--- config.mk ---
export PLATFORM = sky130hd
export DESIGN_NAME = brg_divider
export DESIGN_NICKNAME = d
export VERILOG_FILES = /design/src/brg_pkg.sv /design/src/brg_divider.sv
export SDC_FILE = /design/constraint.sdc
export NUM_CORES = 2
export LEC_CHECK = 0
export BUFFER_PORTS_ARGS = -buffer_cell sky130_fd_sc_hd__buf_2
export CAP_MARGIN = 20
export CORE_MARGIN = 3
export CORE_UTILIZATION = 35
export CTS_CLUSTER_SIZE = 12
export DETAILED_ROUTE_END_ITERATION = 6
export MAX_ROUTING_LAYER = met4
export PLACE_DENSITY = 0.48
export SYNTH_ARGS = -nofsm -noshare
export SYNTH_HDL_FRONTEND = slang
export SYNTH_SLANG_ARGS = --single-unit
--- constraint.sdc ---
create_clock -name clock -period 10.8 [get_ports clock]
set_input_delay 0 -clock clock [delete_from_list [all_inputs] [get_ports clock]]
set_output_delay 0 -clock clock [all_outputs]
set_load 0.1 [all_outputs]
--- src/brg_pkg.sv ---
// ----------------------------------------------------------------------------
// brg_pkg
// Shared types, fixed-point constants and elaboration-time table builders
// for the button gain recovery pipeline.
// ----------------------------------------------------------------------------
package brg_pkg;

   // per-item status carried down the pipeline
   typedef struct packed {
      logic zero;      // result forced to zero with no flag
      logic invalid;   // ratio not positive or denominator zero
      logic sat;       // result clipped to full scale
   } brg_flags_type;

   localparam int       DEN_W     = 34;   // Q24 denominator, signed
   localparam int       QUO_W     = 28;   // quotient bits, top bit is overflow
   localparam int       DIV_W     = 33;   // magnitude of the denominator
   localparam int       REM_W     = 49;   // dividend A << 24 fits here
   localparam int       MUD_W     = 28;

   localparam longint   K_CD_Q16  = 64'sd5052879864;
   localparam longint   K_F_Q16   = 64'sd116654;
   localparam longint   K_LOG10_2 = 64'sd5050445;
   localparam longint   K_LOG2_10 = 64'sd55732705;
   localparam longint   K_A       = 64'sd18975031;
   localparam longint   K_A_M1    = 64'sd2197815;
   localparam longint   K_B       = 64'sd68904026;
   localparam logic [63:0] DIV_NUM = 64'd18975031 << 24;
   localparam logic [QUO_W-1:0] T_SAT_LIM  = 28'd83886080;   // 5.0 in Q24
   localparam logic [QUO_W-1:0] T_TINY_LIM = 28'd100663296;  // 6.0 in Q24

   // log2(1 + k/2^tb) as a Q24 fraction, k in [0, 2^tb]
   function automatic logic [24:0] lg_point(logic [63:0] k, int tb);
      logic [63:0] m;
      logic [24:0] frac;
      frac = '0;
      if (k >= (64'd1 << tb)) begin
         return 25'h1000000;
      end
      m = (64'd1 << 30) + (k << (30 - tb));
      for (int i = 1; i <= 24; i++) begin
         m = (m * m) >> 30;
         if (m >= (64'd1 << 31)) begin
            m = m >> 1;
            frac[24-i] = 1'b1;
         end
      end
      return frac;
   endfunction

   function automatic logic [63:0] isqrt64(logic [63:0] xin);
      logic [63:0] x;
      logic [63:0] r;
      logic [63:0] bv;
      x  = xin;
      r  = '0;
      bv = 64'd1 << 62;
      for (int i = 0; i < 32; i++) begin
         if (bv > x) begin
            bv = bv >> 2;
         end
      end
      for (int i = 0; i < 32; i++) begin
         if (bv != 0) begin
            if (x >= r + bv) begin
               x = x - (r + bv);
               r = (r >> 1) + bv;
            end else begin
               r = r >> 1;
            end
            bv = bv >> 2;
         end
      end
      return r;
   endfunction

   // 2^(f/2^24) in Q1.30, f in [0, 2^24]
   function automatic logic [31:0] ex_point(logic [63:0] f);
      logic [63:0] x;
      logic [63:0] root;
      x    = 64'd1 << 30;
      root = 64'd1 << 31;
      if (f >= (64'd1 << 24)) begin
         return 32'h80000000;
      end
      for (int i = 1; i <= 24; i++) begin
         root = isqrt64(root << 30);
         if (f[24-i]) begin
            x = (x * root + (64'd1 << 29)) >> 30;
         end
      end
      return x[31:0];
   endfunction

   // log2 of a nonzero constant in Q24, same interpolation as the datapath
   function automatic longint log2_c(logic [63:0] v, int tb);
      int          p;
      int          rs;
      logic [63:0] m;
      logic [63:0] mf;
      logic [63:0] k;
      logic [63:0] rem;
      longint      y0;
      longint      y1;
      rs = 30 - tb;
      p  = 0;
      for (int i = 0; i < 64; i++) begin
         if (v[i]) begin
            p = i;
         end
      end
      m   = (p >= 30) ? (v >> (p - 30)) : (v << (30 - p));
      mf  = m - (64'd1 << 30);
      k   = mf >> rs;
      rem = mf & ((64'd1 << rs) - 64'd1);
      y0  = longint'(lg_point(k, tb));
      y1  = longint'(lg_point(k + 64'd1, tb));
      return longint'(p) * (64'sd1 << 24) + y0 +
             longint'(((64'(y1 - y0)) * rem + (64'd1 << (rs - 1))) >> rs);
   endfunction

endpackage

--- src/brg_divider.sv ---
// ----------------------------------------------------------------------------
// brg_divider
// Pipelined restoring divider for t = (A << 24) / den, one quotient bit per
// stage after a magnitude stage. The top quotient bit marks overflow.
// ----------------------------------------------------------------------------
module brg_divider
   import brg_pkg::*;
(
   input  logic                    clock,
   input  logic                    reset,
   input  logic                    adv,
   input  logic                    in_valid,
   input  logic signed [DEN_W-1:0] in_den,
   input  brg_flags_type           in_flags,
   output logic                    out_valid,
   output logic [QUO_W-1:0]        out_quo,
   output logic                    out_neg,
   output brg_flags_type           out_flags
);

   logic             v_ff   [0:QUO_W];
   logic [DIV_W-1:0] d_ff   [0:QUO_W];
   logic [REM_W-1:0] rem_ff [0:QUO_W];
   logic [QUO_W-1:0] q_ff   [0:QUO_W];
   logic             neg_ff [0:QUO_W];
   brg_flags_type    fl_ff  [0:QUO_W];
   brg_flags_type    fl0_in;

   always_comb begin
      fl0_in = in_flags;
      fl0_in.invalid = in_flags.invalid | (!in_flags.zero && in_den == '0);
   end

   // magnitude stage
   always_ff @(posedge clock) begin
      if (reset) begin
         v_ff[0] <= 1'b0;
      end else if (adv) begin
         v_ff[0] <= in_valid;
      end
   end

   always_ff @(posedge clock) begin
      if (adv) begin
         d_ff[0]   <= (in_den < 0) ? DIV_W'(-in_den) : DIV_W'(in_den);
         neg_ff[0] <= (in_den < 0);
         rem_ff[0] <= DIV_NUM[REM_W-1:0];
         q_ff[0]   <= '0;
         fl_ff[0]  <= fl0_in;
      end
   end

   for (genvar s = 0; s < QUO_W; s++) begin : g_stage
      localparam int BI = QUO_W - 1 - s;
      logic [63:0]      dsh;
      logic [63:0]      diff;
      logic             ge;
      logic [QUO_W-1:0] q_in;

      always_comb begin
         dsh  = {{(64-DIV_W){1'b0}}, d_ff[s]} << BI;
         diff = {{(64-REM_W){1'b0}}, rem_ff[s]} - dsh;
         ge   = ({{(64-REM_W){1'b0}}, rem_ff[s]} >= dsh);
         q_in = q_ff[s];
         q_in[BI] = ge;
      end

      always_ff @(posedge clock) begin
         if (reset) begin
            v_ff[s+1] <= 1'b0;
         end else if (adv) begin
            v_ff[s+1] <= v_ff[s];
         end
      end

      always_ff @(posedge clock) begin
         if (adv) begin
            d_ff[s+1]   <= d_ff[s];
            rem_ff[s+1] <= ge ? diff[REM_W-1:0] : rem_ff[s];
            q_ff[s+1]   <= q_in;
            neg_ff[s+1] <= neg_ff[s];
            fl_ff[s+1]  <= fl_ff[s];
         end
      end
   end

   assign out_valid = v_ff[QUO_W];
   assign out_quo   = q_ff[QUO_W];
   assign out_neg   = neg_ff[QUO_W];
   assign out_flags = fl_ff[QUO_W];

endmodule

==> results.ini <==
[critical_path]
cpPeakStageDelay_ns=0.49
start_kind=flop
critPathSlowestCell=buf_4
crit_fanout=48
cp_cell_sequence=inv_1 -> ha_1 -> nor2b_1 -> o31a_1 -> o31a_1 -> o211ai_1 -> o21ai_1 -> o311a_1 -> nor2_1 -> o21ai_1 -> a21oi_4 -> buf_4 -> o21ai_0
required_ns=11.36
end_kind=flop
crit_type=flop to flop
arrival_ns=5.30

[grt]
track_usage_pct=17.7
gr-total-overflow=0
grt_pass1_wl_um=506000
grt_max_degree=183
grt_antenna_before_repair=14
grt_pass1_vias=83000

[floorplanning]
fp.dieW_um=613
dieHeight_um=613
start_util_pct=35.2
core_area_um2=366000
fp.dieArea_um2=375000
placementRows=222
io_pins=74

[synthesis]
synth.largest_area_cell=edfxtp_1
synth_cell_types=107
synthTopCellsByArea=edfxtp_1 56%, ha_1 8.1%, a21oi_1 3.5%, xnor2_1 3.4%, inv_1 3.1%
ys_seq_area_share_pct=56.4
syn_avg_cell_area_um2=11.6
async_flop_share_pct=0
synth_top_area_share_pct=56.4
synthesis.nets=12000
synthCells=11100
synth_edf_count=2420
synth_most_common_cell=edfxtp_1
syn_area_um2=129000
synth.cells.most_frequent=2420 x edfxtp_1, 1047 x inv_1, 891 x a21oi_1
yosys_warnings=0
synth-seq-cells=2420
synthFlopType=edfxtp_1

[clock_tree]
htree_levels=5
cts_buffer_depth=4
clkLatencyLatePin_ns=0.90
cts_sinks=2420
clk_pin_slew_ns=0.06
clock-root-buffer=clkbuf_16
cts_tree=yes
ctsResizeCount=0
cts_inserted_buffers=293

[place]
dpl.hpwl_um=249000
gp_congestion=0.894
numPortBuffers=73

[sta]
rsz0062_at_grt=no
fin_skew_ns=0.0494
fmax_mhz=211
finalCritPeriodShare_pct=43.9
finalHoldViolCount=0
final-max-slew-violation-count=0
setup_tns_ns=0
period_needed_ns=4.74
tightest_slew_ns=1.18
setup_viol=0
slew_headroom_pct=19.0
whs_ns=0.223

[cells_and_area]
syn2layout_area_growth_pct=12.8
final_layout_size_suffix_gt1_share_pct=7.55
fin_nets=12300
fin_util_pct=39.7

[pwr]
internal_power_w=0.0229
switching_share_pct=34.0
netSwitchingPower_w=0.0118
power.total_w=0.0346
p_seq_share_pct=39.6
p_leak_nw=57.1
power.density_nw_per_um2=238
power_frac_comb_pct=32.6
vdd_drop_max_mv=0.115
pwr-share-clk_pct=27.7

[outcome]
violations=design-rule violations
outcome=complete, but fails checks

[detailed_routing]
vias_per_cell=5.17
postRouteAntennaNets=0
drc_errors=3
num_vias=84800
detail_route.wl_per_cell_um=20.3
drt-initial-drc-count=6597
first_pass_iters=7
drt_wl_total_um=332000

[hold_path]
hold_path_class=input pin to flop

[job]
drv_cap=0

-- cells by family after synthesis --
group | synth area share [%]
compound gates | 13.4
xor+xnor | 5.79
fa+ha+maj | 8.51
buf+inv | 3.90
flops | 56.4
mux | 2.34
simple gates | 9.64
-- worst max-delay path, delay by kind of cell, from the launching register on --
| kind | cells | cell delay, ns |
|---|---|---|
| compound gates | 8 | 2.75 |
| buf+inv | 2 | 0.55 |
| flops | 1 | 0.41 |
| simple gates | 2 | 0.38 |
| fa+ha+maj | 1 | 0.30 |
-- through the flow --
| stage | instances | cell area, um^2 | worst slack, ns |
|---|---|---|---|
| 2_1_floorplan | 11100 | 129000 | 7.25 |
| 4_1_cts | 16400 | 145000 | 6.02 |
| 5_1_grt | 16400 | 145000 | 5.76 |
| 3_3_place_gp | 15800 | 135000 | 5.98 |
| 6_report | 16400 | 145000 | 6.06 |
| 3_5_place_dp | 15800 | 135000 | 6.02 |
-- routing by layer --
layer	vias to the layer above	routed length, um	global-route usage (%)
li1	41300	-	-
met1	41300	158000	24.7
met2	1820	152000	27.6
met3	468	14200	2.00
met4	0	8210	4.50
met5	-	0	-
-- registers in the layout (all words and copies together) (netlist names) --
name,flops
rem_ff,945
q_ff,406
v_ff,29
neg_ff,29
fl_ff,87
d_ff,924
-- power groups by stage --
stage	logic [W]	registers, W	clock network (W)
6_report	0.0113	0.0137	0.00961
5_1_grt	0.0126	0.0139	0.0103
2_1_floorplan	0.00837	0.0133	0
4_1_cts	0.0113	0.0138	0.0100
3_3_place_gp	0.0111	0.0140	0
3_5_place_dp	0.0111	0.0140	0
-- what timing repair did --
| item | 4_1_cts | 5_1_grt |
|---|---|---|
| endpoints found under the hold margin | 220 | 0 |
| hold buffers | 110 | 0 |
| buffers inserted | 0 | 0 |
| endpoints found under the setup margin | 0 | 0 |
-- area by class of cell --
cell class	instances	area [um^2]
inverters	1049	3940
flip-flops and latches	2420	72700
clock buffers	352	7680
well taps	4816	6030
diodes	7	17.5
fillers	34900	221000
repair buffers	242	2080
multi-input cells	7359	51200
clock inverters	161	1610
-- path summary, 6_finish.rpt --
| path | cells after the start | from | slack, ns | end |
|---|---|---|---|---|
| max | 13 | d_ff[1][100] | 6.06 | rem_ff[12][27] |
| min | 2 | in_den[33] | 0.22 | neg_ff[0][0] |
| max reg2reg | 13 | d_ff[1][100] | 6.06 | rem_ff[12][27] |
| min reg2reg | 0 | q_ff[0][408] | 0.40 | q_ff[0][436] |
-- layout by cell type (no fill, tap or decap), types with 356 or more instances in the layout --
cell type and instances:
xor2_1 356, nor2_1 613, xnor2_1 496, edfxtp_1 2420, inv_1 1047, ha_1 834
nand2_1 834, a21o_1 422, a21oi_1 888, o21ai_0 725
No activity file was read; power rests on OpenSTA's default activity.
